**src/assert_macros.svh**
```systemverilog
`ifndef ASSERT_MACROS_SVH
`define ASSERT_MACROS_SVH

// same-cycle implication, disabled in reset
`define MBROT_ASSERT_IMP(lbl, clk, rstn, pre, post) \
    lbl: assert property (@(posedge clk) disable iff (!rstn) (pre) |-> (post)) \
        else $error("assertion failed");

// next-cycle implication, disabled in reset
`define MBROT_ASSERT_NXT(lbl, clk, rstn, pre, post) \
    lbl: assert property (@(posedge clk) disable iff (!rstn) (pre) |=> (post)) \
        else $error("assertion failed");

`endif

```
**src/mbrot_pkg.sv**
```systemverilog
`timescale 1ns / 1ps

package mbrot_pkg;

    localparam int MUL_W      = 32;
    localparam int PROD_W     = 64;
    localparam int CFG_ADDR_W = 3;
    localparam int CFG_DATA_W = 32;
    localparam int ITER_W     = 16;
    localparam int STEP_W     = 31;
    localparam int TH_W       = 31;
    localparam int MOD_W      = 5;

    localparam logic [CFG_ADDR_W-1:0] REG_X_MIN     = 3'd0;
    localparam logic [CFG_ADDR_W-1:0] REG_Y_MAX     = 3'd1;
    localparam logic [CFG_ADDR_W-1:0] REG_X_STEP    = 3'd2;
    localparam logic [CFG_ADDR_W-1:0] REG_Y_STEP    = 3'd3;
    localparam logic [CFG_ADDR_W-1:0] REG_MAX_ITER  = 3'd4;
    localparam logic [CFG_ADDR_W-1:0] REG_THRESHOLD = 3'd5;

    localparam logic signed [MUL_W-1:0] RST_X_MIN     = -32'sd536870912;
    localparam logic signed [MUL_W-1:0] RST_Y_MAX     = 32'sd268435456;
    localparam logic [STEP_W-1:0]       RST_X_STEP    = 31'd805306;
    localparam logic [STEP_W-1:0]       RST_Y_STEP    = 31'd536871;
    localparam logic [ITER_W-1:0]       RST_MAX_ITER  = 16'd2000;
    localparam logic [TH_W-1:0]         RST_THRESHOLD = 31'd1073741824;

    localparam logic signed [PROD_W-1:0] SAT_MAX = 64'sh0000_0000_7FFF_FFFF;
    localparam logic signed [PROD_W-1:0] SAT_MIN = -64'sh0000_0000_8000_0000;

    localparam logic [MOD_W-1:0] MOD_LAST = 5'd19;
    localparam logic [MOD_W-1:0] MOD_HALF = 5'd10;
    localparam int PAL_BASE = 255;
    localparam int PAL_STEP = 10;

    typedef struct packed {
        logic [MUL_W-1:0] a;
        logic [MUL_W-1:0] b;
    } mbrot_mul_req_t;

    function automatic logic [7:0] palette_byte(input logic [MOD_W-1:0] m);
        palette_byte = 8'(PAL_BASE - PAL_STEP * int'(m));
    endfunction

endpackage

```
**src/mbrot_mul.sv**
```systemverilog
`timescale 1ns / 1ps

module mbrot_mul (
    input  logic                                  aclk,
    input  mbrot_pkg::mbrot_mul_req_t             req,
    output logic signed [mbrot_pkg::PROD_W-1:0]   prod
);
    import mbrot_pkg::*;

    logic signed [PROD_W-1:0] prod_reg;
    logic signed [PROD_W-1:0] prod_next;

    // signed 32x32, registered
    assign prod_next = PROD_W'($signed(req.a)) * PROD_W'($signed(req.b));

    always_ff @(posedge aclk) begin
        prod_reg <= prod_next;
    end

    assign prod = prod_reg;

endmodule

```
**src/mandelbrot_escape_time_pixel.sv**
```systemverilog
// A result is produced when the iteration limit is reached, on the squared-modulus
// escape, or on the per-part bound escape; one shared 32x32 multiplier, with setup
// in states S_CR, S_CI, S_TH and each complex step in S_CHK, S_RR, S_II, S_RI,
// S_AR, S_AI, S_SQ.
// One pixel in flight; s_ready returns in the same cycle m_valid rises (later while a
// prior result is still held). Reset (sync, active low) clears control, loads config.
`timescale 1ns / 1ps
`include "assert_macros.svh"

module mandelbrot_escape_time_pixel #(
    parameter int COORD_BITS = 10,
    parameter int FRAC_BITS  = 28,
    parameter int COUNT_BITS = 16
) (
    input  logic                                aclk,
    input  logic                                aresetn,
    input  logic                                cfg_we,
    input  logic [mbrot_pkg::CFG_ADDR_W-1:0]    cfg_addr,
    input  logic [mbrot_pkg::CFG_DATA_W-1:0]    cfg_wdata,
    input  logic                                s_valid,
    output logic                                s_ready,
    input  logic [COORD_BITS-1:0]               s_pixel_x,
    input  logic [COORD_BITS-1:0]               s_pixel_y,
    output logic                                m_valid,
    input  logic                                m_ready,
    output logic [COUNT_BITS-1:0]               m_escape_count,
    output logic [7:0]                          m_green,
    output logic [7:0]                          m_red
);
    import mbrot_pkg::*;

    localparam logic [3:0] S_IDLE = 4'd0;
    localparam logic [3:0] S_CR   = 4'd1;
    localparam logic [3:0] S_CI   = 4'd2;
    localparam logic [3:0] S_TH   = 4'd3;
    localparam logic [3:0] S_CHK  = 4'd4;
    localparam logic [3:0] S_RR   = 4'd5;
    localparam logic [3:0] S_II   = 4'd6;
    localparam logic [3:0] S_RI   = 4'd7;
    localparam logic [3:0] S_AR   = 4'd8;
    localparam logic [3:0] S_AI   = 4'd9;
    localparam logic [3:0] S_DONE = 4'd10;
    localparam logic [3:0] S_SQ   = 4'd11;

    // config
    logic signed [MUL_W-1:0] x_min_reg, y_max_reg;
    logic [STEP_W-1:0]       x_step_reg, y_step_reg;
    logic [ITER_W-1:0]       max_iter_reg;
    logic [TH_W-1:0]         th_reg;

    // datapath
    logic [3:0]               state_reg, state_next;
    logic [COORD_BITS-1:0]    py_reg;
    logic signed [MUL_W-1:0]  cr_reg, ci_reg, zr_reg, zi_reg;
    logic [MUL_W-1:0]         ar_reg, ai_reg;
    logic [PROD_W-1:0]        th_sq_reg, arsq_reg;
    logic signed [PROD_W-1:0] rr_reg, diff_reg;
    logic [ITER_W-1:0]        iter_reg;
    logic [COUNT_BITS-1:0]    cnt_reg, cnt_inc;
    logic [MOD_W-1:0]         m20_reg, m20_inc;
    logic [COUNT_BITS-1:0]    res_cnt_reg;
    logic [MOD_W-1:0]         res_m20_reg;

    // output register
    logic                     m_valid_reg;
    logic [COUNT_BITS-1:0]    out_cnt_reg;
    logic [7:0]               out_green_reg, out_red_reg;

    mbrot_mul_req_t           mul_req;
    logic signed [PROD_W-1:0] prod;
    logic signed [PROD_W-1:0] nr, ni, xsum, ysum;
    logic [PROD_W-1:0]        ar, ai, sq_sum;
    logic                     bound_esc, sq_esc, out_free;
    logic [MOD_W-1:0]         res_m10;

    mbrot_mul u_mul (
        .aclk (aclk),
        .req  (mul_req),
        .prod (prod)
    );

    function automatic logic signed [MUL_W-1:0] sat32(input logic signed [PROD_W-1:0] v);
        if (v > SAT_MAX) begin
            sat32 = MUL_W'(SAT_MAX);
        end else if (v < SAT_MIN) begin
            sat32 = MUL_W'(SAT_MIN);
        end else begin
            sat32 = MUL_W'(v);
        end
    endfunction

    assign xsum = PROD_W'(x_min_reg) + prod;
    assign ysum = PROD_W'(y_max_reg) - prod;

    // floor shifts; prod holds zr*zi in S_RI
    assign nr = (diff_reg >>> FRAC_BITS) + PROD_W'(cr_reg);
    assign ni = (prod >>> (FRAC_BITS - 1)) + PROD_W'(ci_reg);
    assign ar = nr[PROD_W-1] ? PROD_W'(-nr) : PROD_W'(nr);
    assign ai = ni[PROD_W-1] ? PROD_W'(-ni) : PROD_W'(ni);
    assign bound_esc = (ar > PROD_W'(th_reg)) || (ai > PROD_W'(th_reg));
    assign sq_sum = arsq_reg + PROD_W'(prod);
    assign sq_esc = sq_sum > th_sq_reg;

    assign cnt_inc = cnt_reg + COUNT_BITS'(1);
    assign m20_inc = (cnt_inc == '0) ? '0 :
                     (m20_reg == MOD_LAST) ? '0 : m20_reg + MOD_W'(1);
    assign res_m10 = (res_m20_reg >= MOD_HALF) ? res_m20_reg - MOD_HALF : res_m20_reg;

    assign out_free = !m_valid_reg || m_ready;
    assign s_ready  = (state_reg == S_IDLE);

    always_comb begin
        mul_req = '0;
        unique case (state_reg)
            S_IDLE: begin
                mul_req.a = MUL_W'(x_step_reg);
                mul_req.b = MUL_W'(s_pixel_x);
            end
            S_CR: begin
                mul_req.a = MUL_W'(y_step_reg);
                mul_req.b = MUL_W'(py_reg);
            end
            S_CI: begin
                mul_req.a = MUL_W'(th_reg);
                mul_req.b = MUL_W'(th_reg);
            end
            S_CHK: begin
                mul_req.a = zr_reg;
                mul_req.b = zr_reg;
            end
            S_RR: begin
                mul_req.a = zi_reg;
                mul_req.b = zi_reg;
            end
            S_II: begin
                mul_req.a = zr_reg;
                mul_req.b = zi_reg;
            end
            S_AR: begin
                mul_req.a = ar_reg;
                mul_req.b = ar_reg;
            end
            S_AI: begin
                mul_req.a = ai_reg;
                mul_req.b = ai_reg;
            end
            default: begin
                mul_req = '0;
            end
        endcase
    end

    always_comb begin
        state_next = state_reg;
        unique case (state_reg)
            S_IDLE: if (s_valid) state_next = S_CR;
            S_CR:   state_next = S_CI;
            S_CI:   state_next = S_TH;
            S_TH:   state_next = S_CHK;
            S_CHK:  state_next = (iter_reg == max_iter_reg) ? S_DONE : S_RR;
            S_RR:   state_next = S_II;
            S_II:   state_next = S_RI;
            S_RI:   state_next = bound_esc ? S_DONE : S_AR;
            S_AR:   state_next = S_AI;
            S_AI:   state_next = S_SQ;
            S_SQ:   state_next = sq_esc ? S_DONE : S_CHK;
            S_DONE: if (out_free) state_next = S_IDLE;
            default: state_next = S_IDLE;
        endcase
    end

    always_ff @(posedge aclk) begin
        if (!aresetn) begin
            state_reg    <= S_IDLE;
            m_valid_reg  <= 1'b0;
            x_min_reg    <= RST_X_MIN;
            y_max_reg    <= RST_Y_MAX;
            x_step_reg   <= RST_X_STEP;
            y_step_reg   <= RST_Y_STEP;
            max_iter_reg <= RST_MAX_ITER;
            th_reg       <= RST_THRESHOLD;
        end else begin
            state_reg <= state_next;
            if (cfg_we) begin
                unique case (cfg_addr)
                    REG_X_MIN:     x_min_reg    <= cfg_wdata;
                    REG_Y_MAX:     y_max_reg    <= cfg_wdata;
                    REG_X_STEP:    x_step_reg   <= cfg_wdata[STEP_W-1:0];
                    REG_Y_STEP:    y_step_reg   <= cfg_wdata[STEP_W-1:0];
                    REG_MAX_ITER:  max_iter_reg <= cfg_wdata[ITER_W-1:0];
                    REG_THRESHOLD: th_reg       <= cfg_wdata[TH_W-1:0];
                    default: ;
                endcase
            end
            if (state_reg == S_DONE && out_free) begin
                m_valid_reg <= 1'b1;
            end else if (m_ready) begin
                m_valid_reg <= 1'b0;
            end
        end
    end

    always_ff @(posedge aclk) begin
        unique case (state_reg)
            S_IDLE: begin
                py_reg <= s_pixel_y;
            end
            S_CR: cr_reg <= sat32(xsum);
            S_CI: ci_reg <= sat32(ysum);
            S_TH: begin
                th_sq_reg <= PROD_W'(prod);
                zr_reg    <= '0;
                zi_reg    <= '0;
                iter_reg  <= '0;
                cnt_reg   <= COUNT_BITS'(1);
                m20_reg   <= MOD_W'(1);
            end
            S_CHK: begin
                res_cnt_reg <= '0;
                res_m20_reg <= '0;
            end
            S_RR: rr_reg <= prod;
            S_II: diff_reg <= rr_reg - prod;
            S_RI: begin
                zr_reg      <= nr[MUL_W-1:0];
                zi_reg      <= ni[MUL_W-1:0];
                ar_reg      <= ar[MUL_W-1:0];
                ai_reg      <= ai[MUL_W-1:0];
                res_cnt_reg <= cnt_reg;
                res_m20_reg <= m20_reg;
            end
            S_AI: arsq_reg <= PROD_W'(prod);
            S_SQ: begin
                if (!sq_esc) begin
                    iter_reg <= iter_reg + ITER_W'(1);
                    cnt_reg  <= cnt_inc;
                    m20_reg  <= m20_inc;
                end
            end
            S_DONE: begin
                if (out_free) begin
                    out_cnt_reg   <= res_cnt_reg;
                    out_green_reg <= (res_cnt_reg == '0) ? 8'd0 : palette_byte(res_m20_reg);
                    out_red_reg   <= (res_cnt_reg == '0) ? 8'd0 : palette_byte(res_m10);
                end
            end
            default: ;
        endcase
    end

    assign m_valid        = m_valid_reg;
    assign m_escape_count = out_cnt_reg;
    assign m_green        = out_green_reg;
    assign m_red          = out_red_reg;

    `MBROT_ASSERT_NXT(a_accept_starts, aclk, aresetn, s_valid && s_ready, state_reg == S_CR)
    `MBROT_ASSERT_NXT(a_done_loads, aclk, aresetn, state_reg == S_DONE && out_free, m_valid)
    `MBROT_ASSERT_IMP(a_iter_bound, aclk, aresetn, state_reg == S_RR, iter_reg < max_iter_reg)
    `MBROT_ASSERT_IMP(a_zero_black, aclk, aresetn, m_valid && m_escape_count == '0,
                      m_green == 8'd0 && m_red == 8'd0)

endmodule
```
**config.mk**
```make
export PLATFORM = sky130hd
export DESIGN_NAME = mandelbrot_escape_time_pixel
export DESIGN_NICKNAME = d
export VERILOG_FILES = /design/src/mbrot_pkg.sv /design/src/mbrot_mul.sv /design/src/mandelbrot_escape_time_pixel.sv
export VERILOG_INCLUDE_DIRS = /design/src /design/src/src
export SDC_FILE = /design/constraint.sdc
export NUM_CORES = 2
export LEC_CHECK = 0
export BUFFER_PORTS_ARGS = -buffer_cell sky130_fd_sc_hd__buf_2
export CORE_MARGIN = 10
export CORE_UTILIZATION = 50
export DETAILED_ROUTE_END_ITERATION = 8
export HOLD_SLACK_MARGIN = 0.02
export PLACE_DENSITY = 0.65
export SKIP_CTS_REPAIR_TIMING = 1
export SLEW_MARGIN = 20
export SYNTH_ARGS = -nofsm -noshare
export SYNTH_HDL_FRONTEND = slang
export SYNTH_SLANG_ARGS = --single-unit
```
**constraint.sdc**
```tcl
create_clock -name aclk -period 30.4 [get_ports aclk]
set_input_delay 1.52 -clock aclk [delete_from_list [all_inputs] [get_ports aclk]]
set_output_delay 1.52 -clock aclk [all_outputs]
set_load 0.01 [all_outputs]
```
# After elaboration in Yosys (flattened, before gate mapping)
# Cells that the tools add are included.
[classes] add_sub_neg=14 n_mul=3 n_div=0 order_cmp=8 n_eq_ne=21 n_shift=0 mux=26 n_bitwise=0 n_reduce_logical=21
[ops] op="$pmux 64 s8" count=1
[ops] op="$gt 64x31->1" count=2
[ops] op="$gt 64x32->1 const B" count=2
[ops] op="$lt 64x32->1 const B" count=2
[ops] op="$mux 64" count=2
[ops] op="$pmux 32 s2" count=2
[ops] op="$pmux 16 s2" count=3
[ops] op="$add 32x64->64" count=1
[ops] op="$add 64x64->64" count=1
[ops] op="$gt 64x64->1" count=1
[ops] op="$mul 32x32->64" count=1
[ops] op="$mux 32" count=2
[ops] op="$neg 37->64" count=1
[ops] op="$neg 38->64" count=1
[ops] op="$sub 32x64->64" count=1
[ops] op="$sub 64x64->64" count=1
[ops] op="$pmux 4 s12" count=1
[ops] op="$add 37x32->38" count=1
[ops] op="$add 36x32->37" count=1
[ops] op="$add 16x1->16 const B" count=2
[ops] op="$logic_not 16->1" count=2
[ops] op="$mux 16" count=2
[ops] op="$mux 5" count=4
[ops] op="$pmux 5 s2" count=2
[ops] op="25 further kinds" count=54
[totals] register_bits=790 latchBits=0 ram_bits=0 romBits=0 input_bits=60 wordCells=121 n_memories=0

# Logic depth before layout (Yosys ltp)
[logic_depth] ltp_word=7 ltp_mapped=39

# Cells and area by module
# From an unflattened synthesis, not the netlist that was laid out.
[hier_totals] cells_unflattened=9340 hier_area_um2=87236.2
[by_module_without_submodules] mod="mandelbrot_escape_time_pixel" instances=1 cells_each=5415 area_per_inst_um2=49814.0
[by_module_without_submodules] mod="mbrot_mul" instances=1 cells_each=3925 area_per_inst_um2=37422.1

# Worst setup path before layout
# No wires, ideal clock.
[synth_timing] path_type="register -> register" startpoint="register state_reg[0]" endpoint="register u_mul.prod_reg[63] (netlist: u_mul.prod[63])" setup_time_ns=0.125 t_arrival_ns=11.394 required_ns=30.275 setup_slack_ns=18.881 path_stages_with_launch=31 cell_sequence="dfxtp_1 > clkbuf_1 > nand2b_1 > nor2_1 > clkbuf_1 > buf_1 > a22oi_1 > nand3_1 > clkbuf_1 > and2_1 > fa_1 > fa_1 > fa_1 > fa_1 > inv_1 > fa_1 > inv_1 > fa_1 > fa_1 > fa_1 > ha_1 > clkbuf_1 > and3_1 > nand3_1 > a2111oi_0 > o41ai_1 > nand2b_1 > o21a_1 > o21ai_0 > a221oi_1 > xnor2_1"
[synth_between] elab_chain_cells=3 elab_cells_between_ends=10
[synth_lines] item="start: declaration" line="mandelbrot_escape_time_pixel.sv:52" rtl="logic [3:0] state_reg, state_next;"
[synth_lines] item="start signal: assignment" line="mandelbrot_escape_time_pixel.sv:183" rtl="state_reg <= state_next;"
[synth_lines] item="$eq 4x4->1 (tied with other cells)" line="mandelbrot_escape_time_pixel.sv:114" rtl="unique case (state_reg)"
[synth_lines] item="$pmux 64 s8 *" line="mandelbrot_escape_time_pixel.sv:114"
[synth_lines] item="$mul 32x32->64 *" line="mbrot_mul.sv:14" rtl="assign prod_next = PROD_W'($signed(req.a)) * PROD_W'($signed(req.b));"
[synth_lines] item="net u_mul.prod_next[63]" line="mbrot_mul.sv:11" rtl="logic signed [PROD_W-1:0] prod_next;"
[synth_lines] item="end signal: assignment" line="mbrot_mul.sv:17" rtl="prod_reg <= prod_next;"
[synth_lines] item="end: declaration" line="mbrot_mul.sv:10" rtl="logic signed [PROD_W-1:0] prod_reg;"
# The timed path passes the listed nets; every way through them passes the cells marked *.
# A chain may end at the register's enable or synchronous reset.

# Final worst setup path
[layout_timing] startpoint="register state_reg[3]" endpoint="register u_mul.prod_reg[63] (netlist: u_mul.prod[63])"
# The elaborated chain is that of the path after synthesis.

==> impl_results.md <==
- Number of failing hold endpoints at the final stage: 0
- Final Worst Setup Slack: approximately 18 ns
- Pin count of the biggest net entering global routing: 93
- Worst Clk Skew: roughly 0.066 ns
- HPWL Detailed: around 240 mm
- Residual DRC count: 0
- Rel. slew slack: 0.1575
- Layout cell share with drive strength beyond 1: 0.05548
- Wire length of the first global-routing pass: ~460 mm
- Clk Latency, worst-skew pair: between 0.7 and 0.8 ns
- Crit start category: register
- Arrival time of data at the critical path endpoint: between 10 and 15 ns
- Total Routing Usage GR: 0.3250
- Count of final max-slew check failures: 0
- Area taken by flip-flops and latches: around 0.020 mm^2
- Worst-case clock buffer depth: 3
- Detailed Routing Iterations Pass 1: 7
- Required arrival time at the worst endpoint: ~31 ns
- Setup TNS: 0 ns
- Flip-flop cell with the highest count after synthesis: sky130_fd_sc_hd__edfxtp_1
- Vias/cell: 6.019
- Period utilisation layout: 0.4053
- Power density of the placed cells: between 80 and 90 mW/mm^2
- Startpoint of the most critical hold path: res_cnt_reg[9]$_SDFFCE_PN0P_
- Highest fanout seen on the critical path: between 50 and 60
- Class of the most critical hold timing path: reg -> reg
- Final estimated routing congestion in global placement: roughly 1.0
- Pleak: about 42 nW
- Initial antenna violation count: 18
- Number of register bits inferred by synthesis: between 700 and 800
- Mean instance size in the synthesized netlist: slightly above 9 um^2
- Share of the core filled with cells in the final layout: 0.5379
- Cell variety after synth: 107
- Final period demand of the worst path: roughly 12 ns
- Fmax: roughly 81 MHz
- Final cell count without fillers: ~12,000
- Largest cells by area after synthesis: sky130_fd_sc_hd__fa_1 (25%), sky130_fd_sc_hd__edfxtp_1 (18%), sky130_fd_sc_hd__ha_1 (9.5%)
- Most repeated library cell on the critical path: sky130_fd_sc_hd__fa_1
- Die Area: roughly 0.19 mm^2
- Clock-pin slew on the worst setup and hold paths: roughly 0.06 ns
- Num ports: between 90 and 100
- Topmost layer with routed signal wires: met5
- Initial core utilization: 0.5019
- Filler Cell Count: roughly 16,000
- Number of max-capacitance violations reported: 0
- Synth top area share: 0.2538
- Area taken by multi-input logic gates: 0.05908 mm^2
- Combined area of all synthesized cells: between 0.08 and 0.09 mm^2
- Area delta synth->final: 7.172%
- Count of antenna-violating nets left after detailed routing: 0
- Cell with the biggest individual delay on the critical path: sky130_fd_sc_hd__a2111oi_1
- Net count of the finished layout: ~11,000
- Routed wl met3: ~31 mm
- Critical Path Source: state_reg[3]$_SDFFE_PN0P_
- CTS H-Tree Depth: 3
- Wire length on met1: ~120 mm
- Overall die height: between 400 and 500 um
- Largest area contributor in the synthesized netlist: sky130_fd_sc_hd__fa_1
- DR iter-0 viols: ~7,100
- Number of warning messages in the yosys log: 0
- Cell Rows: between 150 and 200
- Vias in the first global route: between 70,000 and 80,000
- Worst Tran Pin Value: approximately 1.3 ns
- Worst Setup Slack post-DPL: between 15 and 20 ns
- Total of endpoints with negative setup slack in the final report: 0
- Total placed cells including tap cells: roughly 12,000
- Run status: finished clean
- Count of clock tree sinks: 760
- Overall die width: around 430 um
- Grt ovf: 0
- R2R Path Start: state_reg[3]$_SDFFE_PN0P_
- Worst ir drop on vdd: 0.1822 mV
- Vias after detailed routing: 70,540
- Avg WL per Cell: 26.18 um
- CTS tree: done
- Kind of end point of the critical path: register
- TritonCTS buffer count: between 80 and 90
- Unrepaired setup endpoints after global routing: false
- Synthesized netlist net count: between 10,000 and 15,000
- Clk Tree Root Cell: sky130_fd_sc_hd__clkbuf_16
- Worst Hold Slack: 0.4572 ns
- Placeable Area: 0.1712 mm^2
- Stage delay of the slowest cell on the critical path: between 0.9 and 1 ns
- Count of buffers inserted at the top-level ports: between 90 and 100
- Met2 wire length: between 100 and 150 mm
- Category of the critical setup timing path: reg -> reg
- Async set or reset register ratio after synthesis: 0
- Wire length reported by the detailed router: about 310 mm
- Number of instances in the synthesized netlist: 9,465
- Proportion of synthesized chip area in sequential cells: 0.2374
- Number of synthesized flops with an enable pin: between 500 and 600
## routing by layer
| metal | vias up | GRT usage |
|---|---|---|
| li1 | 31280 | - |
| met1 | 34930 | 0.4214 |
| met2 | 3479 | 0.4986 |
| met3 | 838 | 0.07908 |
| met4 | 16 | 0.1823 |
| met5 | - | 0.002269 |
## cell type report
type / count / area share
tap: 2233 / 0.03034
sequential: 760 / 0.2215
antenna: 4 / 0.0001087
clock buffer: 131 / 0.02814
clock inverter: 36 / 0.005136
inverter: 1375 / 0.05607
timing repair buffer: 239 / 0.01699
multi-input combinational: 6940 / 0.6417
## per-stage QoR
stage	cell area (um^2)	power (mW)
after floorplan	85910	5.032
after global placement	88990	6.743
after detailed placement	88990	6.780
after CTS	92060	7.958
after global routing	92070	8.616
final	92080	8.033
## placed cells by master, fill, tap and decap left out, types with 147 or more instances in the layout
master                     Yosys  final
sky130_fd_sc_hd__xnor2_1     263    263
sky130_fd_sc_hd__nor2_1      947    932
sky130_fd_sc_hd__nand3_1     154    152
sky130_fd_sc_hd__inv_1      1374   1373
sky130_fd_sc_hd__a21boi_0    161    161
sky130_fd_sc_hd__nand2_1    1183   1183
sky130_fd_sc_hd__edfxtp_1    518    518
sky130_fd_sc_hd__a21o_1      258    249
sky130_fd_sc_hd__fa_1       1089   1089
sky130_fd_sc_hd__ha_1        652    652
sky130_fd_sc_hd__a21oi_1     454    439
sky130_fd_sc_hd__dfxtp_1     242    242
sky130_fd_sc_hd__xor2_1      152    152
sky130_fd_sc_hd__o21ai_0     268    267
sky130_fd_sc_hd__buf_4         2    147
## path summary, 6_finish.rpt
path | to | cells after the start | slack, ns
max | u_mul.prod[63]$_DFF_P_ | 34 | 18.08
min reg2reg | m_escape_count[9]$_DFFE_PP_ | 0 | 0.46
min | m_escape_count[9]$_DFFE_PP_ | 0 | 0.46
max reg2reg | u_mul.prod[63]$_DFF_P_ | 34 | 18.08
## Yosys cell counts (58+ instances only)
cell type and number:
sky130_fd_sc_hd__nor2_1 947, sky130_fd_sc_hd__nand3_1 154, sky130_fd_sc_hd__fa_1 1089, sky130_fd_sc_hd__inv_1 1374
sky130_fd_sc_hd__a21boi_0 161, sky130_fd_sc_hd__nor3_1 122, sky130_fd_sc_hd__a21oi_1 454, sky130_fd_sc_hd__o21ai_0 268
sky130_fd_sc_hd__nand4_1 122, sky130_fd_sc_hd__clkbuf_1 345, sky130_fd_sc_hd__ha_1 652, sky130_fd_sc_hd__xnor2_1 263
sky130_fd_sc_hd__and3_1 61, sky130_fd_sc_hd__and2_1 91, sky130_fd_sc_hd__xor2_1 152, sky130_fd_sc_hd__a22oi_1 137
sky130_fd_sc_hd__edfxtp_1 518, sky130_fd_sc_hd__o21a_1 58, sky130_fd_sc_hd__a21o_1 258, sky130_fd_sc_hd__nand2_1 1183
sky130_fd_sc_hd__nand2b_1 64, sky130_fd_sc_hd__dfxtp_1 242
## where the power goes
group	total, mW	internal [mW]	switching [mW]
registers	1.41	1.32	0.0961
clock network	1.13	0.650	0.483
logic	5.49	1.94	3.55
total	8.03	3.91	4.13
## cell families after synthesis
logic type               after synthesis  synth area share
flip-flops                           760            0.2374
AO/OA/AOI/OAI                       1777            0.1376
buffers and inverters               1765           0.07762
XOR/XNOR                             416           0.04250
multiplexers                           8         0.0009612
AND/OR/NAND/NOR                     2998            0.1552
adder cells (fa/ha/maj)             1741            0.3487
## worst max-delay path: cells and delay by family, from the launching register on
family | cells | cell delay [ns]
AOI/OAI and AO/OA | 9 | 3.31
xor gates and xnor gates | 1 | 0.14
adders and majority gates | 9 | 4.55
buffers and inverters | 7 | 1.65
DFF | 1 | 0.68
and+or+nand+nor | 8 | 1.83
No activity file was read; power rests on OpenSTA's default activity.
